==> config.mk <==
export PLATFORM = sky130hd
export DESIGN_NAME = task_scheduler_with_semaphores_core_flat
export DESIGN_NICKNAME = d
export VERILOG_FILES = /design/src/hdl/tss_pkg.sv /design/src/hdl/tss_req_if.sv /design/src/hdl/tss_rsp_if.sv /design/src/hdl/task_scheduler_with_semaphores_core.sv /design/src/flat_wrapper.sv
export SDC_FILE = /design/constraint.sdc
export NUM_CORES = 1
export LEC_CHECK = 0
export BUFFER_PORTS_ARGS = -buffer_cell sky130_fd_sc_hd__buf_4
export CORE_AREA = 3 3 162 164
export CTS_CLUSTER_SIZE = 25
export DETAILED_ROUTE_END_ITERATION = 10
export DIE_AREA = 0 0 165 167
export PLACE_DENSITY = 0.84
export SYNTH_ARGS = -nofsm -noshare
export SYNTH_HDL_FRONTEND = slang
export SYNTH_SLANG_ARGS = --single-unit
==> constraint.sdc <==
create_clock -name clock -period 21.2 [get_ports clock]
set_input_delay 3.18 -clock clock [delete_from_list [all_inputs] [get_ports clock]]
set_output_delay 3.18 -clock clock [all_outputs]
set_load 0.05 [all_outputs]
==> src/hdl/tss_pkg.sv <==
// ----------------------------------------------------------------------------
// tss_pkg
// Shared constants and types for the task scheduler with counting semaphores.
// ----------------------------------------------------------------------------
package tss_pkg;

   // task and semaphore counts
   localparam int TASKS = 4;
   localparam int SEMS  = 4;

   // derived widths
   localparam int TASK_W  = (TASKS > 1) ? $clog2(TASKS) : 1;
   localparam int SEM_W   = (SEMS > 1) ? $clog2(SEMS) : 1;
   localparam int LEN_W   = $clog2(TASKS + 1);
   localparam int QADDR_W = (SEMS * TASKS > 1) ? $clog2(SEMS * TASKS) : 1;

   // semaphore count limits
   localparam int CNT_FLOOR = -TASKS;
   localparam int CNT_CEIL  = 15;

   // event kinds
   localparam logic [1:0] KIND_TICK  = 2'd0;
   localparam logic [1:0] KIND_SLEEP = 2'd1;
   localparam logic [1:0] KIND_P     = 2'd2;
   localparam logic [1:0] KIND_V     = 2'd3;

   // one row of the task table
   typedef struct packed {
      logic [7:0]  slice;
      logic [15:0] sleep;
   } task_entry_type;

endpackage

==> src/hdl/tss_req_if.sv <==
// ----------------------------------------------------------------------------
// tss_req_if
// Event channel: one kernel event per transfer.
// ----------------------------------------------------------------------------
interface tss_req_if;
   logic        valid;
   logic        ready;
   logic [1:0]  kind;
   logic [15:0] sleep_amount;
   logic [1:0]  sem_index;

   modport source (output valid, kind, sleep_amount, sem_index, input ready);
   modport sink   (input valid, kind, sleep_amount, sem_index, output ready);
endinterface

==> src/hdl/tss_rsp_if.sv <==
// ----------------------------------------------------------------------------
// tss_rsp_if
// Result channel: one scheduling result per transfer.
// ----------------------------------------------------------------------------
interface tss_rsp_if;
   logic              valid;
   logic              ready;
   logic [1:0]        running_task;
   logic              no_ready;
   logic              caller_blocked;
   logic              woken_valid;
   logic [1:0]        woken_task;
   logic signed [4:0] sem_count;

   modport source (output valid, running_task, no_ready, caller_blocked, woken_valid,
                   woken_task, sem_count, input ready);
   modport sink   (input valid, running_task, no_ready, caller_blocked, woken_valid,
                   woken_task, sem_count, output ready);
endinterface

==> src/hdl/task_scheduler_with_semaphores_core.sv <==
// ----------------------------------------------------------------------------
// task_scheduler_with_semaphores_core
// Time-slice task scheduler with counting semaphores and FIFO wait queues.
// ----------------------------------------------------------------------------
// One event is taken at a time. Tick and sleep events, and a P that blocks,
// run a schedule pass over the task table memory: one scan that ages sleep
// counters and picks the task with most slice left, and, when no runnable
// task has slice, a second scan that reloads slices from priority. A P or V
// without a pass goes to the result state, through a wait queue memory read
// first when a V releases a waiting task. The next event is taken while a
// result waits on rsp_if. After reset the task table is cleared entry by
// entry, during which no event is taken.
// Priorities sit at byte addresses 0..12, initial semaphore counts at 16..28.
module task_scheduler_with_semaphores_core (
   input  logic        clock,
   input  logic        reset,
   tss_req_if.sink     req_if,
   tss_rsp_if.source   rsp_if,
   input  logic        csr_psel,
   input  logic        csr_penable,
   input  logic        csr_pwrite,
   input  logic [4:0]  csr_paddr,
   input  logic [31:0] csr_pwdata,
   output logic [31:0] csr_prdata,
   output logic        csr_pready
);

   localparam logic [2:0] ST_IDLE  = 3'd0;
   localparam logic [2:0] ST_TSCAN = 3'd1;
   localparam logic [2:0] ST_RSCAN = 3'd2;
   localparam logic [2:0] ST_QREAD = 3'd3;
   localparam logic [2:0] ST_RESP  = 3'd4;
   localparam logic [2:0] ST_CLEAR = 3'd5;

   // saturate a 7 bit count into the 5 bit result
   function automatic logic signed [4:0] sat5(input logic signed [6:0] v);
      if (v > 7'sd15)
         return 5'sd15;
      else if (v < -7'sd16)
         return -5'sd16;
      else
         return v[4:0];
   endfunction

   // configuration registers
   logic [7:0] prio_ff [4];
   logic [3:0] sem_init_ff [4];

   // control state
   logic [2:0]                 state_ff, state_in;
   logic [tss_pkg::TASK_W-1:0] running_ff, running_in;
   logic [tss_pkg::TASKS-1:0]  blocked_ff, blocked_in;
   logic signed [5:0]          sem_net_ff [tss_pkg::SEMS];
   logic signed [5:0]          sem_net_in [tss_pkg::SEMS];
   logic [tss_pkg::TASK_W-1:0] q_head_ff [tss_pkg::SEMS];
   logic [tss_pkg::TASK_W-1:0] q_head_in [tss_pkg::SEMS];
   logic [tss_pkg::LEN_W-1:0]  q_len_ff [tss_pkg::SEMS];
   logic [tss_pkg::LEN_W-1:0]  q_len_in [tss_pkg::SEMS];
   logic [tss_pkg::LEN_W-1:0]  iss_ff, iss_in;
   logic                       dv_ff, dv_in;
   logic                       found_ff, found_in;
   logic                       rsp_valid_ff, rsp_valid_in;

   // event and scan payload
   logic [1:0]                 kind_ff, kind_in;
   logic [15:0]                amount_ff, amount_in;
   logic [tss_pkg::TASK_W-1:0] didx_ff, didx_in;
   logic [7:0]                 top_ff, top_in;
   logic [tss_pkg::TASK_W-1:0] best_ff, best_in;
   logic                       nr_ff, nr_in;
   logic                       blk_ff, blk_in;
   logic                       wv_ff, wv_in;
   logic [tss_pkg::TASK_W-1:0] wt_ff, wt_in;
   logic signed [4:0]          cnt_ff, cnt_in;

   // result register
   logic [1:0]        r_run_ff, r_run_in;
   logic              r_nr_ff, r_nr_in;
   logic              r_blk_ff, r_blk_in;
   logic              r_wv_ff, r_wv_in;
   logic [1:0]        r_wt_ff, r_wt_in;
   logic signed [4:0] r_cnt_ff, r_cnt_in;

   // task table memory
   tss_pkg::task_entry_type    tmem [tss_pkg::TASKS];
   tss_pkg::task_entry_type    tmem_rd_ff;
   logic                       tmem_we;
   logic [tss_pkg::TASK_W-1:0] tmem_wa, tmem_ra;
   tss_pkg::task_entry_type    tmem_wd;

   // wait queue memory
   logic [tss_pkg::TASK_W-1:0]  qmem [tss_pkg::SEMS * tss_pkg::TASKS];
   logic [tss_pkg::TASK_W-1:0]  q_rd_ff;
   logic                        qmem_we;
   logic [tss_pkg::QADDR_W-1:0] qmem_wa, qmem_ra;
   logic [tss_pkg::TASK_W-1:0]  qmem_wd;

   // addressed semaphore of the incoming event
   logic [tss_pkg::SEM_W-1:0]  si;
   logic                       sem_ok;
   logic signed [6:0]          cur_cnt, new_cnt;
   logic [tss_pkg::LEN_W-1:0]  cur_len;
   logic [tss_pkg::TASK_W-1:0] cur_head;
   int                         tail_pos, head_pos;

   // scan datapath
   tss_pkg::task_entry_type ent;
   logic                    runnable;
   logic                    cand;
   logic                    fin_found;
   logic [tss_pkg::TASK_W-1:0] fin_best;

   assign si       = req_if.sem_index[tss_pkg::SEM_W-1:0];
   assign sem_ok   = int'(req_if.sem_index) < tss_pkg::SEMS;
   assign cur_cnt  = $signed({3'b000, sem_init_ff[2'(si)]}) +
                     $signed({sem_net_ff[si][5], sem_net_ff[si]});
   assign cur_len  = q_len_ff[si];
   assign cur_head = q_head_ff[si];

   // queue positions, wrapped once
   always_comb begin
      tail_pos = int'(cur_head) + int'(cur_len);
      if (tail_pos >= tss_pkg::TASKS)
         tail_pos = tail_pos - tss_pkg::TASKS;
      head_pos = int'(cur_head) + 1;
      if (head_pos >= tss_pkg::TASKS)
         head_pos = 0;
   end

   // configuration port
   assign csr_pready = 1'b1;
   always_comb begin
      csr_prdata = '0;
      if (csr_paddr[4])
         csr_prdata = {28'd0, sem_init_ff[csr_paddr[3:2]]};
      else
         csr_prdata = {24'd0, prio_ff[csr_paddr[3:2]]};
   end

   always_ff @(posedge clock) begin
      if (reset) begin
         prio_ff        <= '{8'd10, 8'd10, 8'd10, 8'd10};
         sem_init_ff[0] <= 4'd1;
         sem_init_ff[1] <= 4'd3;
         sem_init_ff[2] <= 4'd0;
         sem_init_ff[3] <= 4'd0;
      end else if (csr_psel && csr_penable && csr_pwrite && csr_pready) begin
         if (csr_paddr[4])
            sem_init_ff[csr_paddr[3:2]] <= csr_pwdata[3:0];
         else
            prio_ff[csr_paddr[3:2]] <= csr_pwdata[7:0];
      end
   end

   // task table memory, one read and one write port
   always_ff @(posedge clock) begin
      if (tmem_we)
         tmem[tmem_wa] <= tmem_wd;
      tmem_rd_ff <= tmem[tmem_ra];
   end

   // wait queue memory
   always_ff @(posedge clock) begin
      if (qmem_we)
         qmem[qmem_wa] <= qmem_wd;
      q_rd_ff <= qmem[qmem_ra];
   end

   assign qmem_ra = tss_pkg::QADDR_W'(int'(si) * tss_pkg::TASKS + int'(cur_head));

   assign req_if.ready = (state_ff == ST_IDLE);

   // sequencer and datapath
   always_comb begin
      state_in     = state_ff;
      running_in   = running_ff;
      blocked_in   = blocked_ff;
      sem_net_in   = sem_net_ff;
      q_head_in    = q_head_ff;
      q_len_in     = q_len_ff;
      iss_in       = iss_ff;
      dv_in        = 1'b0;
      didx_in      = iss_ff[tss_pkg::TASK_W-1:0];
      found_in     = found_ff;
      top_in       = top_ff;
      best_in      = best_ff;
      kind_in      = kind_ff;
      amount_in    = amount_ff;
      nr_in        = nr_ff;
      blk_in       = blk_ff;
      wv_in        = wv_ff;
      wt_in        = wt_ff;
      cnt_in       = cnt_ff;
      rsp_valid_in = rsp_valid_ff && !rsp_if.ready;
      r_run_in     = r_run_ff;
      r_nr_in      = r_nr_ff;
      r_blk_in     = r_blk_ff;
      r_wv_in      = r_wv_ff;
      r_wt_in      = r_wt_ff;
      r_cnt_in     = r_cnt_ff;
      tmem_we      = 1'b0;
      tmem_wa      = didx_ff;
      tmem_ra      = iss_ff[tss_pkg::TASK_W-1:0];
      tmem_wd      = tmem_rd_ff;
      qmem_we      = 1'b0;
      qmem_wa      = tss_pkg::QADDR_W'(int'(si) * tss_pkg::TASKS + tail_pos);
      qmem_wd      = running_ff;
      new_cnt      = cur_cnt;
      ent          = tmem_rd_ff;
      runnable     = 1'b0;
      cand         = 1'b0;
      fin_found    = found_ff;
      fin_best     = best_ff;

      case (state_ff)
         // zero the task table after reset, one entry a cycle
         ST_CLEAR: begin
            tmem_we = 1'b1;
            tmem_wa = iss_ff[tss_pkg::TASK_W-1:0];
            tmem_wd = '0;
            if (int'(iss_ff) == tss_pkg::TASKS - 1) begin
               iss_in   = '0;
               state_in = ST_IDLE;
            end else begin
               iss_in = iss_ff + 1'b1;
            end
         end

         ST_IDLE: begin
            if (req_if.valid) begin
               kind_in   = req_if.kind;
               amount_in = req_if.sleep_amount;
               nr_in     = 1'b0;
               blk_in    = 1'b0;
               wv_in     = 1'b0;
               wt_in     = '0;
               cnt_in    = '0;
               iss_in    = '0;
               top_in    = '0;
               found_in  = 1'b0;
               state_in  = ST_RESP;
               case (req_if.kind)
                  tss_pkg::KIND_TICK, tss_pkg::KIND_SLEEP: begin
                     state_in = ST_TSCAN;
                  end
                  tss_pkg::KIND_P: begin
                     if (sem_ok) begin
                        cnt_in = sat5(cur_cnt);
                        if (int'(cur_cnt) > tss_pkg::CNT_FLOOR &&
                            (cur_cnt > 7'sd0 || int'(cur_len) < tss_pkg::TASKS)) begin
                           new_cnt        = cur_cnt - 7'sd1;
                           cnt_in         = sat5(new_cnt);
                           sem_net_in[si] = sem_net_ff[si] - 6'sd1;
                           // block the caller at the queue tail
                           if (new_cnt < 7'sd0) begin
                              blocked_in[running_ff] = 1'b1;
                              qmem_we      = 1'b1;
                              q_len_in[si] = cur_len + 1'b1;
                              blk_in       = 1'b1;
                              state_in     = ST_TSCAN;
                           end
                        end
                     end
                  end
                  default: begin
                     if (sem_ok) begin
                        cnt_in = sat5(cur_cnt);
                        if (int'(cur_cnt) < tss_pkg::CNT_CEIL) begin
                           new_cnt        = cur_cnt + 7'sd1;
                           cnt_in         = sat5(new_cnt);
                           sem_net_in[si] = sem_net_ff[si] + 6'sd1;
                           // queue head is read this cycle
                           if (new_cnt <= 7'sd0 && cur_len != '0) begin
                              q_head_in[si] = tss_pkg::TASK_W'(head_pos);
                              q_len_in[si]  = cur_len - 1'b1;
                              state_in      = ST_QREAD;
                           end
                        end
                     end
                  end
               endcase
            end
         end

         // release the head of the queue
         ST_QREAD: begin
            wv_in               = 1'b1;
            wt_in               = q_rd_ff;
            blocked_in[q_rd_ff] = 1'b0;
            state_in            = ST_RESP;
         end

         ST_TSCAN, ST_RSCAN: begin
            // issue reads
            if (int'(iss_ff) < tss_pkg::TASKS) begin
               iss_in = iss_ff + 1'b1;
               dv_in  = 1'b1;
            end
            // modify and write back the entry read last cycle
            if (dv_ff) begin
               if (state_ff == ST_TSCAN) begin
                  if (didx_ff == running_ff) begin
                     if (kind_ff == tss_pkg::KIND_TICK && ent.slice != 8'd0)
                        ent.slice = ent.slice - 8'd1;
                     if (kind_ff == tss_pkg::KIND_SLEEP)
                        ent.sleep = amount_ff;
                  end
                  if (ent.sleep != 16'd0)
                     ent.sleep = ent.sleep - 16'd1;
               end
               runnable = !blocked_ff[didx_ff] && ent.sleep == 16'd0;
               if (state_ff == ST_RSCAN && runnable)
                  ent.slice = prio_ff[2'(didx_ff)];
               tmem_we = 1'b1;
               tmem_wd = ent;
               // running maximum, lowest index wins ties
               cand = runnable && ent.slice > top_ff;
               if (cand) begin
                  top_in    = ent.slice;
                  best_in   = didx_ff;
                  found_in  = 1'b1;
                  fin_found = 1'b1;
                  fin_best  = didx_ff;
               end
               // end of a scan
               if (int'(didx_ff) == tss_pkg::TASKS - 1) begin
                  dv_in = 1'b0;
                  if (fin_found) begin
                     running_in = fin_best;
                     state_in   = ST_RESP;
                  end else if (state_ff == ST_TSCAN) begin
                     iss_in   = '0;
                     top_in   = '0;
                     found_in = 1'b0;
                     state_in = ST_RSCAN;
                  end else begin
                     nr_in    = 1'b1;
                     state_in = ST_RESP;
                  end
               end
            end
         end

         // hand the result to the output register
         ST_RESP: begin
            if (!rsp_valid_ff || rsp_if.ready) begin
               rsp_valid_in = 1'b1;
               r_run_in     = 2'(running_ff);
               r_nr_in      = nr_ff;
               r_blk_in     = blk_ff;
               r_wv_in      = wv_ff;
               r_wt_in      = 2'(wt_ff);
               r_cnt_in     = cnt_ff;
               state_in     = ST_IDLE;
            end
         end

         default: begin
            state_in = ST_IDLE;
         end
      endcase
   end

   // control registers
   always_ff @(posedge clock) begin
      if (reset) begin
         state_ff     <= ST_CLEAR;
         running_ff   <= '0;
         blocked_ff   <= '0;
         sem_net_ff   <= '{default: '0};
         q_head_ff    <= '{default: '0};
         q_len_ff     <= '{default: '0};
         iss_ff       <= '0;
         dv_ff        <= 1'b0;
         found_ff     <= 1'b0;
         rsp_valid_ff <= 1'b0;
      end else begin
         state_ff     <= state_in;
         running_ff   <= running_in;
         blocked_ff   <= blocked_in;
         sem_net_ff   <= sem_net_in;
         q_head_ff    <= q_head_in;
         q_len_ff     <= q_len_in;
         iss_ff       <= iss_in;
         dv_ff        <= dv_in;
         found_ff     <= found_in;
         rsp_valid_ff <= rsp_valid_in;
      end
   end

   // payload registers
   always_ff @(posedge clock) begin
      kind_ff   <= kind_in;
      amount_ff <= amount_in;
      didx_ff   <= didx_in;
      top_ff    <= top_in;
      best_ff   <= best_in;
      nr_ff     <= nr_in;
      blk_ff    <= blk_in;
      wv_ff     <= wv_in;
      wt_ff     <= wt_in;
      cnt_ff    <= cnt_in;
      r_run_ff  <= r_run_in;
      r_nr_ff   <= r_nr_in;
      r_blk_ff  <= r_blk_in;
      r_wv_ff   <= r_wv_in;
      r_wt_ff   <= r_wt_in;
      r_cnt_ff  <= r_cnt_in;
   end

   assign rsp_if.valid          = rsp_valid_ff;
   assign rsp_if.running_task   = r_run_ff;
   assign rsp_if.no_ready       = r_nr_ff;
   assign rsp_if.caller_blocked = r_blk_ff;
   assign rsp_if.woken_valid    = r_wv_ff;
   assign rsp_if.woken_task     = r_wt_ff;
   assign rsp_if.sem_count      = r_cnt_ff;

endmodule
==> src/flat_wrapper.sv <==
// flat-port wrapper written by rule: the top's interface ports become plain ports
module task_scheduler_with_semaphores_core_flat 
  (clock, reset, csr_psel, csr_penable, csr_pwrite, csr_paddr, csr_pwdata, csr_prdata, csr_pready, req_if_valid, req_if_kind, req_if_sleep_amount, req_if_sem_index, req_if_ready, rsp_if_valid, rsp_if_running_task, rsp_if_no_ready, rsp_if_caller_blocked, rsp_if_woken_valid, rsp_if_woken_task, rsp_if_sem_count, rsp_if_ready);
  tss_req_if req_if_i ();
  tss_rsp_if rsp_if_i ();
  input  logic clock;
  input  logic reset;
  input  logic csr_psel;
  input  logic csr_penable;
  input  logic csr_pwrite;
  input  logic [4:0] csr_paddr;
  input  logic [31:0] csr_pwdata;
  output logic [31:0] csr_prdata;
  output logic csr_pready;
  input wire logic [$bits(req_if_i.valid)-1:0] req_if_valid;
  input wire logic [$bits(req_if_i.kind)-1:0] req_if_kind;
  input wire logic [$bits(req_if_i.sleep_amount)-1:0] req_if_sleep_amount;
  input wire logic [$bits(req_if_i.sem_index)-1:0] req_if_sem_index;
  output wire logic [$bits(req_if_i.ready)-1:0] req_if_ready;
  output wire logic [$bits(rsp_if_i.valid)-1:0] rsp_if_valid;
  output wire logic [$bits(rsp_if_i.running_task)-1:0] rsp_if_running_task;
  output wire logic [$bits(rsp_if_i.no_ready)-1:0] rsp_if_no_ready;
  output wire logic [$bits(rsp_if_i.caller_blocked)-1:0] rsp_if_caller_blocked;
  output wire logic [$bits(rsp_if_i.woken_valid)-1:0] rsp_if_woken_valid;
  output wire logic [$bits(rsp_if_i.woken_task)-1:0] rsp_if_woken_task;
  output wire logic [$bits(rsp_if_i.sem_count)-1:0] rsp_if_sem_count;
  input wire logic [$bits(rsp_if_i.ready)-1:0] rsp_if_ready;
  assign req_if_i.valid = req_if_valid;
  assign req_if_i.kind = req_if_kind;
  assign req_if_i.sleep_amount = req_if_sleep_amount;
  assign req_if_i.sem_index = req_if_sem_index;
  assign req_if_ready = req_if_i.ready;
  assign rsp_if_valid = rsp_if_i.valid;
  assign rsp_if_running_task = rsp_if_i.running_task;
  assign rsp_if_no_ready = rsp_if_i.no_ready;
  assign rsp_if_caller_blocked = rsp_if_i.caller_blocked;
  assign rsp_if_woken_valid = rsp_if_i.woken_valid;
  assign rsp_if_woken_task = rsp_if_i.woken_task;
  assign rsp_if_sem_count = rsp_if_i.sem_count;
  assign rsp_if_i.ready = rsp_if_ready;
  task_scheduler_with_semaphores_core u_core (.clock(clock), .reset(reset), .req_if(req_if_i), .rsp_if(rsp_if_i), .csr_psel(csr_psel), .csr_penable(csr_penable), .csr_pwrite(csr_pwrite), .csr_paddr(csr_paddr), .csr_pwdata(csr_pwdata), .csr_prdata(csr_prdata), .csr_pready(csr_pready));
endmodule
Yosys cells after proc, flatten, opt, wreduce, memory -nomap -nowiden:

Memories as Yosys holds them, arrays and structs flattened. A register that Yosys moved wholly into a read port is not among the register bits.
Cells that the tools add are included.

* register bits: 143
* memory bits (writable): 144
* input port bits: 64
* output and inout bits: 47
* logic and storage cells: 312
* memories kept: 3

* $add $sub $neg: 15
* $lt $le $gt $ge: 26
* eq/ne operators: 23
* mux-type cells: 147
* bitwise operators: 10
* reduce and logical (&&, ||, !) cells: 49

Memories
* u_core.tmem: depth 4, bits a word 24, read ports 1, clocked after memory_dff 1, write ports 1, RTL line task_scheduler_with_semaphores_core.sv:85 `tss_pkg::task_entry_type tmem [tss_pkg::TASKS];`
* u_core.qmem: depth 16, bits a word 2, read ports 1, clocked after memory_dff 1, write ports 1, RTL line task_scheduler_with_semaphores_core.sv:92 `logic [tss_pkg::TASK_W-1:0] qmem [tss_pkg::SEMS * tss_pkg::TASKS];`
* u_core.sem_init_ff: depth 4, bits a word 4, read ports 2, clocked after memory_dff 0, write ports 4, RTL line task_scheduler_with_semaphores_core.sv:47 `logic [3:0] sem_init_ff [4];`

Operators with widths (number)
* 24-bit two-way mux: 10
* 8-bit two-way mux: 16
* 24-bit case mux with 2 select lines: 2
* 3-bit two-way mux: 21
* 24-bit bitwise mux: 2
* 12-bit two-way mux: 4
* 5-bit two-way mux: 8
* 1-bit two-way mux: 37
* 8-bit binary-select mux with 2-bit select: 2
* 32-bit bitwise mux: 1
* 32-bit by 4-bit >= comparator with 1-bit output, second input constant: 1
* 16-bit two-way mux: 2
* 7-bit by 5-bit less-than comparator with 1-bit output, second input constant: 4
* 12-bit bitwise mux: 2
* 4-bit two-way mux: 6
* 12-bit case mux with 2 select lines: 1
* 7-bit by 5-bit > comparator with 1-bit output, second input constant: 3
* 5-bit AND reduction: 4
* 6-bit two-way mux: 3
* 2-bit by 1-bit inequality test with 1-bit output, second input constant: 9
* 8-bit demux with 2-bit select: 1
* 16-bit logical NOT: 1
* 2-bit two-way mux: 8
* 8-bit case mux with 2 select lines: 1
* other kinds (69): 121

Logic depth before layout (Yosys ltp):

Gate-level depths: netlist of the first run.

* depth in word-level cells: 27
* gate-level depth with buffers: 31
* gate-level depth less buffers: 25

Worst setup path before layout of the first run:

Ideal clock, no wire load.

* path kind: input to output
* start point: input csr_paddr[2]
* end point: output csr_prdata[4]
* arrival: 5.030 ns
* required time: 18.020 ns
* slack: 12.990 ns
* stages: 4
* buffers on the path: 2
* path through: clkbuf_1 buf_1 mux4_2 nor2b_1

* longest elaborated chain between the ends: 5

RTL lines
* from (decl): RTL line flat_wrapper.sv:11 `input logic [4:0] csr_paddr;`
* 2-bit NOT with 3-bit output (implied by the code): RTL line task_scheduler_with_semaphores_core.sv:137 `csr_prdata = {24'd0, prio_ff[csr_paddr[3:2]]};`
* 8-bit binary-select mux with 2-bit select: RTL line task_scheduler_with_semaphores_core.sv:137
* 8-bit two-way mux (implied by the code) (2 in a row): RTL line task_scheduler_with_semaphores_core.sv:137
* 8-bit two-way mux: RTL line task_scheduler_with_semaphores_core.sv:134 `if (csr_paddr[4])`
* to (decl): RTL line flat_wrapper.sv:13 `output logic [31:0] csr_prdata;`

No other way between the ends. The select of a mux whose other input is x is not followed.

Worst setup path in the final report of the first run:

* start point: register u_core.running_ff (netlist bit u_core.qmem_wd[0])
* end point: register u_core.nr_ff, enable pin

* longest elaborated chain between the ends: 23
* elaborated cells between the ends (all ways): 24
* those cells by class: add/sub (1); order compare (1); eq/ne (2); mux (14); reduce/logical (6)

RTL lines
* from (decl): RTL line task_scheduler_with_semaphores_core.sv:51 `logic [tss_pkg::TASK_W-1:0] running_ff, running_in;`
* from (signal assigned): RTL line task_scheduler_with_semaphores_core.sv:379 `running_ff <= running_in;`
* 2-bit == test (*): RTL line task_scheduler_with_semaphores_core.sv:302 `if (didx_ff == running_ff) begin`
* 24-bit two-way mux (*): RTL line task_scheduler_with_semaphores_core.sv:302
* 24-bit two-way mux (*): RTL line task_scheduler_with_semaphores_core.sv:301 `if (state_ff == ST_TSCAN) begin`
* 24-bit two-way mux (*): RTL line task_scheduler_with_semaphores_core.sv:300 `if (dv_ff) begin`
* 24-bit two-way mux (*): RTL line task_scheduler_with_semaphores_core.sv:215 `case (state_ff)`
* 16-bit by 1-bit subtractor with 16-bit output or 16-bit nonzero test (tied branches): RTL line task_scheduler_with_semaphores_core.sv:309, task_scheduler_with_semaphores_core.sv:308
* 16-bit two-way mux: RTL line task_scheduler_with_semaphores_core.sv:308 `if (ent.sleep != 16'd0)`
* 24-bit two-way mux (*): RTL line task_scheduler_with_semaphores_core.sv:301
* [7 not listed]
* 8-bit two-way mux: RTL line task_scheduler_with_semaphores_core.sv:215
* 8-bit > comparator: RTL line task_scheduler_with_semaphores_core.sv:317 `cand = runnable && ent.slice > top_ff;`
* 1-bit logical AND (*): RTL line task_scheduler_with_semaphores_core.sv:317
* 1-bit two-way mux (*): RTL line task_scheduler_with_semaphores_core.sv:318 `if (cand) begin`
* 1-bit two-way mux (*): RTL line task_scheduler_with_semaphores_core.sv:300
* 1-bit two-way mux (*): RTL line task_scheduler_with_semaphores_core.sv:215
* 2-bit inequality test (no source line) (*)
* 6-bit AND reduction (no source line) (*)
* to (signal assigned): RTL line task_scheduler_with_semaphores_core.sv:398 `nr_ff <= nr_in;`
* to (decl): RTL line task_scheduler_with_semaphores_core.sv:70 `logic nr_ff, nr_in;`

Mark *: on every way between the ends. The rest lies on a longest branch, timed or not. The select of a mux whose other input is x is not followed.
A chain may end at the register's enable or synchronous reset.

==> results of run 1 <==
## power by group through the flow
stage                     registers (uW)  logic [uW]  clock network [uW]
final                                858         477                 549
after global routing                 866         515                 580
after CTS                            855         471                 558
after detailed placement             866         466                   0
after global placement               858         451                   0
after floorplan                      824         363                   0
## flip-flops by register name, summed over array words and instances, names as in the netlist, 3 cells and up, named ones only
| register | cells |
|---|---|
| u_core.cnt_ff | 5 |
| u_core.amount_ff | 16 |
| u_core.iss_ff | 3 |
| u_core.sem_init_ff | 16 |
| u_core.qmem | 32 |
| u_core.q_len_ff | 8 |
| u_core.prio_ff | 32 |
| u_core.tmem_rd_ff | 24 |
| u_core.q_head_ff | 8 |
| u_core.top_ff | 8 |
| u_core.rsp_if.sem_count | 5 |
| u_core.tmem | 96 |
| u_core.sem_net_ff | 20 |
| u_core.blocked_ff | 4 |
| u_core.state_ff | 3 |
## through the flow
| step | hold WS, ps | power, uW | cell area (um^2) | utilization | setup slack, ps |
|---|---|---|---|---|---|
| CTS | 355 | 1880 | 17700 | 0.708 | 13130 |
| global placement | 334 | 1310 | 16700 | 0.667 | 13080 |
| floorplan | 365 | 1190 | 16200 | - | 12990 |
| global route | 367 | 1960 | 17700 | 0.708 | 12320 |
| finish | 360 | 1880 | 17700 | 0.708 | 13060 |
| detailed placement | 345 | 1330 | 16700 | 0.667 | 12950 |
## metal layers
metal  wire (um)  track usage
met3        2830       0.0480
met1       14300        0.347
met2       19000        0.476
met5           0            0
met4        1880        0.127
## cell usage after synthesis (3+ instances only)
cell      instances  area, um^2
a31oi_1          11        68.8
nor3_1           48         240
o21ai_0          56         280
and2_1           14        87.6
a22oi_1           3        22.5
xor2_1           21         184
o21a_1           10        75.1
nand3b_1         21         158
inv_1            39         146
dfxtp_1         119        2380
nor3b_1           6        45.0
a211oi_1          5        37.5
o31ai_1           5        37.5
xnor2_1          29         254
nor4_1           18         113
nor2_1          119         447
a41oi_1           3        26.3
a21o_1           20         150
buf_4            29         218
and3_1           19         119
buf_2             9        45.0
or2_2             5        31.3
mux2i_1          67         671
o21ai_2           3        26.3
o22ai_1          13        81.3
nand4_1          10        62.6
mux2_1            6        67.6
or3_4             3        33.8
buf_1             9        33.8
nand2b_1         22         138
nand2_1          64         240
mux2_2           14         158
or3_1            13        81.3
nor2b_1          22         138
ha_1             28         350
a21oi_1          43         215
a211o_1          10        87.6
mux4_2           66        1490
nand3_1          38         190
or4_1             5        37.5
clkbuf_1         41         154
edfxtp_1        194        5830
o211ai_1          5        37.5
buf_6             3        33.8
## layout make-up
class                           count  area (um^2)
Clock inverter                     11         57.6
Tap cell                          330          413
Inverter                           41          154
Timing Repair Buffer               72          541
Multi-Input combinational cell    943         7390
Fill cell                        1704         7300
Sequential cell                   313         8210
Clock buffer                       50          972
## kinds of logic after synthesis
family / share of synthesized area
flip-flops: 0.509
other: 0.000465
XOR/XNOR: 0.0292
AO/OA/AOI/OAI: 0.0967
adder cells (fa/ha/maj): 0.0242
buffers and inverters: 0.0395
multiplexers: 0.151
AND/OR/NAND/NOR: 0.150
## worst max-delay path by stage
stage                     cells after the start  slack (ps)                start           endpoint
after global routing                         25       12320    u_core.qmem_wd[0]   u_core.top_ff[2]
after detailed placement                     13       12950  req_if_sem_index[1]  u_core.qmem[1][0]
final                                        25       13060    u_core.qmem_wd[0]       u_core.nr_ff
after CTS                                    25       13130    u_core.qmem_wd[0]       u_core.nr_ff
after floorplan                               4       12990         csr_paddr[2]      csr_prdata[4]
after global placement                       12       13080  req_if_sem_index[0]  u_core.qmem[9][0]
==> flow_summary_export.csv, run 1 <==
group,metric,value,unit
die,core-area,25000,um^2
pwr,power_frac_clock,0.291,
clocking,cts_max_path_buffers,3,
critical_path,cp_top_family,"simple AND/OR/NAND/NOR gates",
critical_path,cp-end-kind,"flop",
pwr,power_density,106,nW/um^2
routing,drc,0,
clocking,postCtsSetupBuffers,0,
critical_path,crit_fanout,33,
global_routing,antenna_found_initial,0,
critical_path,cp_common_cell,"o21ai_0",
critical_path,required,21360,ps
final_layout,layout.cells.non_filler,1760,
routing,drtAntennaViolNets,0,
critical_path,crit_buf_inv,1,
routing,drt_pre_antenna_iters,6,
global_routing,grt_pass1_vias,11600,
pwr,p_sw_frac,0.324,
die,die_x,165,um
timing,clock.fmax,0.123,GHz
global_routing,grt_pass1_wl,60.8,mm
critical_path,cp-start-kind,"flop",
timing,drv_slew,0,
critical_path,worstReg2RegEnd,"u_core.nr_ff",
critical_path,critical_path_class,"flop to flop",
timing,setup_violations,0,
placement,dp_hpwl,26.0,mm
placement,dp.cells,1699,
logic_synthesis,syn-cell-area,16100,um^2
pwr,leakage,0.00645,uW
global_routing,grt_use_total,0.279,
clocking,cts.repair.resized,0,
die,start_util,0.644,
critical_path,cp.arrival,8310,ps
global_routing,grt_max_degree,105,
global_routing,grt-ovfl-total,0,
clocking,cts_root_buf,"clkbuf_16",
timing,worst_slew_pin_slew,1120,ps
logic_synthesis,yosys.cell_types.count,95,
critical_path,r2r_slack,13060,ps
critical_path,critPathSlowestCell,"dfxtp_1",
hold_path,min_from,"u_core.iss_ff[1]",
die,die_area,27600,um^2
critical_path,critPathMaxStageDelay,870,ps
timing,relSlewSlack,0.248,
routing,wl,38.0,mm
clocking,clkSlewWorstSetupHoldPaths,60,ps
logic_synthesis,synthCells,1365,
logic_synthesis,synth-async-reset-ratio,0,
die,ioPinCount,111,
logic_synthesis,synth-edff-count,194,
routing,vias_per_cell,6.52,
clocking,htreeDepth,2,
clocking,cts-buffers-inserted,34,
hold_path,holdPathEnd,"u_core.didx_ff[1]",
routing,drt_iter0_drc,1359,
die,rows,58,
hold_path,hold_class,"flop to flop",
hold_path,hold_depth,0,
critical_path,r2r_cells,25,
placement,numPortBuffers,59,
final_layout,final_nets,1499,
final_layout,area_delta_synth_final,9.90,%
clocking,clock-sinks,313,
routing,vias,11500,
timing,hold_viol,0,
timing,rsz0062_at_grt,"false",
die,die_h,167,um
logic_synthesis,synth-seq-cells,313,
pwr,pwr-share-seq,0.456,
routing,wl_per_cell,21.6,um
clocking,clk_latency,510,ps
logic_synthesis,synth.avg_cell_area,11.8,um^2
timing,period_needed,8140,ps
logic_synthesis,yosys_most_used_dff,"edfxtp_1",
timing,post-route-period-util,0.384,
final_layout,mostFrequentLayoutCell,"edfxtp_1",
logic_synthesis,synth_seq_area_share,0.509,
pwr,peakVddDrop,0.0772,mV
logic_synthesis,synth_warnings,0,
clocking,cts_hold_buf,0,
placement,place_congestion,0.930,
final_layout,final_cell_mix,"edfxtp_1, nor2_1, dfxtp_1",
timing,skew,12.2,ps
pwr,netSwitchingPower,611,uW
critical_path,timing.rr.start,"u_core.qmem_wd[0]",
job,maxCapViolations,0,
status,status,"finished, final reports clean",
pwr,comb_power_share,0.253,
final_layout,num_antenna_cells,0,
clocking,tritoncts,"built",
timing,fin_setup_tns,0,ps
final_layout,drive_gt1_frac,0.169,
pwr,p_int,1270,uW
(Power assumes the default switching activity.)
==> inputs of run 2 (changes only) <==
--- a/config.mk
+++ b/config.mk
@@ -6,11 +6,11 @@
 export NUM_CORES = 1
 export LEC_CHECK = 0
 export BUFFER_PORTS_ARGS = -buffer_cell sky130_fd_sc_hd__buf_4
-export CORE_AREA = 3 3 162 164
+export CORE_AREA = 3 3 176 178
 export CTS_CLUSTER_SIZE = 25
 export DETAILED_ROUTE_END_ITERATION = 10
-export DIE_AREA = 0 0 165 167
-export PLACE_DENSITY = 0.84
+export DIE_AREA = 0 0 179 181
+export PLACE_DENSITY = 0.76
 export SYNTH_ARGS = -nofsm -noshare
 export SYNTH_HDL_FRONTEND = slang
 export SYNTH_SLANG_ARGS = --single-unit
==> constraint.sdc (replaced) <==
create_clock -name clock -period 6.9 [get_ports clock]
set_input_delay 1.035 -clock clock [delete_from_list [all_inputs] [get_ports clock]]
set_output_delay 1.035 -clock clock [all_outputs]
set_load 0.05 [all_outputs]
==> run 2 against run 1 <==
Largest cell class unchanged; flip-flop and latch count did not move; worst hold slack gained 57 ps; worst setup slack lost 13000 ps; via count decreased by 2.1%; combinational power grew to 3.1 times the previous value; fmax grew 25%; cell area grew 1.3%; utilization fell by 10 points; final cell count increased by 3.9%; clock power increased to 3.3 times the previous value; count of clock-buffer cells in the layout fell by 10.
==> flow_summary_export.csv, run 2 (synthesis results as in run 1) <==
group,metric,value,unit
critical_path,cp-end-kind,"flop",
critical_path,path_depth,25,
clocking,tritoncts,"built",
placement,place_congestion,0.915,
final_layout,largest_registers,"u_core.tmem: 96 flops, u_core.prio_ff: 32 flops, u_core.qmem: 32 flops",
timing,clock.fmax,0.154,GHz
routing,dr_wl_met2,18.9,mm
final_layout,mostFrequentLayoutCell,"edfxtp_1",
clocking,cts_root_buf,"clkbuf_16",
critical_path,crit_end,"u_core.top_ff[3]",
pwr,peakVddDrop,0.194,mV
die,core-area,29600,um^2
timing,relSlewSlack,0.258,
global_routing,grt_pass1_vias,11200,
timing,rsz0062_at_grt,"false",
routing,vias,11200,
placement,numPortBuffers,59,
pwr,netSwitchingPower,1880,uW
final_layout,largest_reg_flops,96,
timing,fin_setup_tns,0,ps
pwr,power_frac_clock,0.308,
die,die_x,179,um
routing,wl_met3,2.19,mm
timing,post-route-period-util,0.942,
critical_path,r2r_slack,400,ps
timing,hold_viol,0,
routing,wl_per_cell,20.7,um
die,die_area,32400,um^2
pwr,power_density,328,nW/um^2
final_layout,final_cell_mix,"edfxtp_1, nor2_1, dfxtp_1",
routing,dr.max_layer_used,"met4",
die,die_h,181,um
critical_path,critical_path_class,"flop to flop",
critical_path,required,7180,ps
die,ioPinCount,111,
job,maxCapViolations,0,
critical_path,timing.rr.start,"u_core.kind_ff[1]",
hold_path,hold_class,"flop to flop",
critical_path,critPathMaxStageDelay,470,ps
critical_path,startpoint,"u_core.kind_ff[1]",
final_layout,area_delta_synth_final,11.3,%
clocking,cts_max_path_buffers,3,
routing,drtAntennaViolNets,0,
timing,setup_violations,0,
global_routing,grt_use_total,0.236,
global_routing,antenna_found_initial,0,
critical_path,cp_common_cell,"o21ai_0",
critical_path,critPathSlowestCell,"a2111oi_4",
clocking,postCtsSetupBuffers,0,
global_routing,grt-ovfl-total,0,
pwr,comb_power_share,0.254,
timing,skew,32.8,ps
clocking,clk_latency,540,ps
placement,dp_slack,332,ps
global_routing,grt_max_degree,69,
critical_path,r2r_cells,25,
timing,finalWorstSetupSlack,400,ps
routing,drt_iter0_drc,968,
pwr,p_int,4020,uW
die,rows,63,
routing,wl,37.9,mm
clocking,htreeDepth,2,
timing,worst_slew_pin_slew,1110,ps
clocking,clkSlewWorstSetupHoldPaths,60,ps
die,start_util,0.546,
critical_path,cp_top_family,"simple AND/OR/NAND/NOR gates",
critical_path,cp.arrival,6780,ps
routing,drc,0,
routing,wl_met1,15.5,mm
final_layout,top_register,"u_core.tmem",
clocking,cts-buffers-inserted,35,
timing,period_needed,6500,ps
critical_path,crit_buf_inv,1,
final_layout,num_antenna_cells,0,
pwr,p_sw_frac,0.319,
final_layout,drive_gt1_frac,0.176,
pwr,leakage,0.00652,uW
routing,drt_pre_antenna_iters,5,
clocking,clock-sinks,313,
routing,vias_per_cell,6.15,
timing,drv_slew,0,
critical_path,crit_fanout,24,
status,status,"finished, final reports clean",
placement,dp_hpwl,26.5,mm
global_routing,grt_pass1_wl,60.6,mm
critical_path,cp-start-kind,"flop",
hold_path,hold_depth,0,
final_layout,final_nets,1508,
pwr,pwr-share-seq,0.438,
final_layout,fillers,2329,
critical_path,worstReg2RegEnd,"u_core.top_ff[3]",
run 2: cell types whose count changed in the layout (fill, tap and decap cells not counted), moves of 2 or more:
cell       previous run  this run
buf_4                72        80
clkbuf_1             11         3
clkinv_1              4        11
bufinv_16             0         3
clkbuf_8              4         1
clkinv_2              7         5
run 2: worst register-to-register path, cell delays in order (launching register included):
cell and delay, ps:
edfxtp_1 410, nand2b_1 230, nor3_4 260, mux2i_1 320, ha_2 310, nor3b_1 290
nand3_1 290, mux2_2 390, a211o_1 360, xor2_1 150, nand3_1 180, a2111oi_4 470
and3_4 350, mux2_1 370, ha_1 310, nor2b_1 120, o21ai_0 70, nand2b_1 70
a21oi_1 70, o21ai_0 140, o21ai_0 140, a21oi_1 170, nand3_2 140, buf_4 250
and3_1 190, o21a_1 180
run 2: area by class of cell:
| class | instances | area, um^2 | area share |
|---|---|---|---|
| Sequential cell | 313 | 8210 | 0.457 |
| Multi-Input combinational cell | 943 | 7390 | 0.412 |
| Clock buffer | 40 | 926 | 0.0516 |
| Timing Repair Buffer | 80 | 601 | 0.0334 |
| Tap cell | 390 | 488 | 0.0272 |
| Clock inverter | 22 | 186 | 0.0104 |
| Inverter | 41 | 154 | 0.00857 |
run 2: worst min path at each step:
stage | startpoint | endpoint
floorplan | u_core.iss_ff[1] | u_core.didx_ff[1]
global placement | u_core.cnt_ff[0] | u_core.rsp_if.sem_count[0]
detailed placement | u_core.blk_ff | u_core.rsp_if.caller_blocked
CTS | u_core.cnt_ff[1] | u_core.rsp_if.sem_count[1]
global route | u_core.cnt_ff[1] | u_core.rsp_if.sem_count[1]
finish | u_core.cnt_ff[1] | u_core.rsp_if.sem_count[1]
run 2: routing by layer:
| layer | vias up | global-route usage |
|---|---|---|
| met5 | - | 0 |
| met3 | 100 | 0.0404 |
| met4 | 0 | 0.0879 |
| li1 | 5208 | - |
| met2 | 407 | 0.399 |
| met1 | 5528 | 0.305 |
run 2: metrics by stage:
stage | hold WS (ps) | instances | total power [uW] | area, um^2 | utilization
6_report | 417 | 1829 | 5900 | 18000 | 0.608
2_1_floorplan | 365 | 1388 | 3650 | 16200 | -
3_3_place_gp | 401 | 1767 | 4060 | 16800 | 0.570
5_1_grt | 424 | 1829 | 6170 | 18000 | 0.608
4_1_cts | 419 | 1829 | 5930 | 18000 | 0.607
3_5_place_dp | 406 | 1767 | 4100 | 16800 | 0.570
run 2: power by group through the flow:
| stage | combinational, uW | sequential (uW) | clock (uW) |
|---|---|---|---|
| after floorplan | 1120 | 2530 | 0 |
| after global placement | 1460 | 2600 | 0 |
| after detailed placement | 1490 | 2620 | 0 |
| after CTS | 1500 | 2580 | 1860 |
| after global routing | 1640 | 2600 | 1930 |
| final | 1500 | 2580 | 1820 |
run 2: what timing repair did:
action | 4_1_cts | 5_1_grt
hold buffers | 0 | 0
resized for setup | 0 | 3
endpoints found under the setup margin | 0 | 19
==> inputs of run 3 (changes only) <==
--- a/config.mk
+++ b/config.mk
@@ -10,7 +10,7 @@
 export CTS_CLUSTER_SIZE = 25
 export DETAILED_ROUTE_END_ITERATION = 10
 export DIE_AREA = 0 0 179 181
-export PLACE_DENSITY = 0.76
+export PLACE_DENSITY_LB_ADDON = 0.1
 export SYNTH_ARGS = -nofsm -noshare
 export SYNTH_HDL_FRONTEND = slang
 export SYNTH_SLANG_ARGS = --single-unit
==> run 3 against run 2 <==
Critical path type unchanged; clock skew fell by 20 ps; global-route usage increased by 0.13 points; flip-flop and latch count stayed put; final cell count up 0.44%; largest cell class unchanged; combinational power about the same; die area stayed put; first-iteration DRC count down 8.7%; routed wire length rose by 0.75%; cell area is 0.29% higher.
==> flow_summary_export.csv, run 3 (synthesis results as in run 1) <==
group,metric,value,unit
status,status,"finished, final reports clean",
critical_path,critPathSlowestCell,"a2111oi_4",
routing,drtAntennaViolNets,0,
critical_path,critical_path_class,"flop to flop",
die,die_area,32400,um^2
clocking,cts_root_buf,"clkbuf_16",
critical_path,cp-start-kind,"flop",
routing,vias,11100,
timing,relSlewSlack,0.205,
critical_path,cp.arrival,6730,ps
timing,hold_viol,0,
clocking,postCtsSetupBuffers,0,
clocking,cts_hold_buf,0,
placement,place_congestion,0.904,
die,die_h,181,um
final_layout,layout.cells.non_filler,1837,
critical_path,cp_top_family,"simple AND/OR/NAND/NOR gates",
final_layout,final_cell_mix,"edfxtp_1, nor2_1, dfxtp_1",
pwr,power_density,328,nW/um^2
global_routing,grt_pass1_wl,60.5,mm
die,rows,63,
placement,dpl-instance-area,16900,um^2
timing,post-route-period-util,0.922,
critical_path,crit_fanout,16,
final_layout,final_nets,1513,
clocking,clk_latency,530,ps
timing,rsz0062_at_grt,"false",
pwr,total_power,5910,uW
timing,clock.fmax,0.157,GHz
pwr,leakage,0.00655,uW
final_layout,fillers,2404,
final_layout,largest_reg_flops,96,
clocking,tritoncts,"built",
timing,finalWorstSetupSlack,540,ps
clocking,htreeDepth,2,
global_routing,antenna_found_initial,0,
final_layout,top_register,"u_core.tmem",
final_layout,largest_registers,"u_core.tmem: 96 flops, u_core.prio_ff: 32 flops, u_core.qmem: 32 flops",
clocking,cts.repair.resized,0,
die,start_util,0.546,
job,maxCapViolations,0,
hold_path,hold_class,"flop to flop",
critical_path,critPathMaxStageDelay,470,ps
die,die_x,179,um
routing,drc,0,
die,core-area,29600,um^2
final_layout,num_antenna_cells,0,
pwr,peakVddDrop,0.194,mV
final_layout,mostFrequentLayoutCell,"edfxtp_1",
critical_path,crit_buf_inv,2,
clocking,cts-buffers-inserted,36,
timing,period_needed,6360,ps
routing,drt_iter0_drc,884,
clocking,clock-sinks,313,
routing,drt_pre_antenna_iters,5,
critical_path,path_cells,"nand2b_1 > nor3_4 > mux2i_2 > ha_1 > nor3b_2 > nand3_2 > mux2_2 > a211o_1 > xor2_1 > nand3_1 > a2111oi_4 > and3_2 > buf_4 > mux2_1 > ha_1 > nand4_1 > o21ai_0 > o21ai_0 > a21oi_1 > nand3_2 > buf_4 > or3b_1 > a31oi_1",
timing,worst_slew_pin_slew,1190,ps
placement,dp_slack,396,ps
die,ioPinCount,111,
timing,fin_setup_tns,0,ps
final_layout,stdcell_area,18000,um^2
timing,setup_violations,0,
clocking,cts_max_path_buffers,3,
timing,skew,12.6,ps
timing,drv_slew,0,
critical_path,required,7270,ps
routing,vias_per_cell,6.05,
placement,numPortBuffers,59,
routing,wl,38.2,mm
global_routing,grt_use_total,0.237,
global_routing,grt_max_degree,56,
routing,wl_per_cell,20.8,um
critical_path,cp-end-kind,"flop",
placement,dp.cells,1771,
final_layout,area_delta_synth_final,11.6,%
clocking,clkSlewWorstSetupHoldPaths,60,ps
placement,dp_hpwl,26.8,mm
global_routing,grt-ovfl-total,0,
global_routing,grt_pass1_vias,11000,
final_layout,drive_gt1_frac,0.178,
## run 3: cell count changes in the layout (fill, tap and decap cells not counted), sizes merged
cell      previous run  this run
clkbuf              40        57
bufinv               3         0
buf                 80        84
clkinvlp             1         0
clkinv              17        10
inv                 42        40
## run 3: power breakdown
part           internal [uW]  total, uW  leakage (uW)  switching, uW
Clock                   1070       1800      0.000550            733
Combinational            589       1530       0.00319            940
Sequential              2360       2580       0.00281            221
Total                   4020       5910       0.00655           1890
## run 3: cell type report
type | instances | area [um^2] | share of cell area
clock buffers | 57 | 1070 | 0.0595
well taps | 390 | 488 | 0.0271
clock inverters | 9 | 55.1 | 0.00306
flip-flops and latches | 313 | 8210 | 0.456
repair buffers | 84 | 631 | 0.0350
inverters | 41 | 154 | 0.00854
multi-input cells | 943 | 7400 | 0.411
## run 3: final timing paths
path | startpoint | cells after the start | endpoint | slack, ps
max reg2reg | u_core.kind_ff[1] | 23 | u_core.top_ff[2] | 540
min reg2reg | u_core.cnt_ff[0] | 0 | u_core.rsp_if.sem_count[0] | 420
max | u_core.kind_ff[1] | 23 | u_core.top_ff[2] | 540
min | u_core.cnt_ff[0] | 0 | u_core.rsp_if.sem_count[0] | 420
## run 3: metrics by stage
step	hold slack [ps]	utilization
detailed placement	405	0.571
floorplan	365	-
global placement	402	0.571
CTS	418	0.609
finish	415	0.609
global route	423	0.609
## run 3: metal layers
| metal | vias to the layer above | global-route usage | part of all wire |
|---|---|---|---|
| li1 | 5216 | - | - |
| met1 | 5491 | 0.303 | 0.41 |
| met2 | 319 | 0.406 | 0.51 |
| met3 | 91 | 0.0370 | 0.046 |
| met4 | 0 | 0.0895 | 0.037 |
| met5 | - | 0 | 0 |
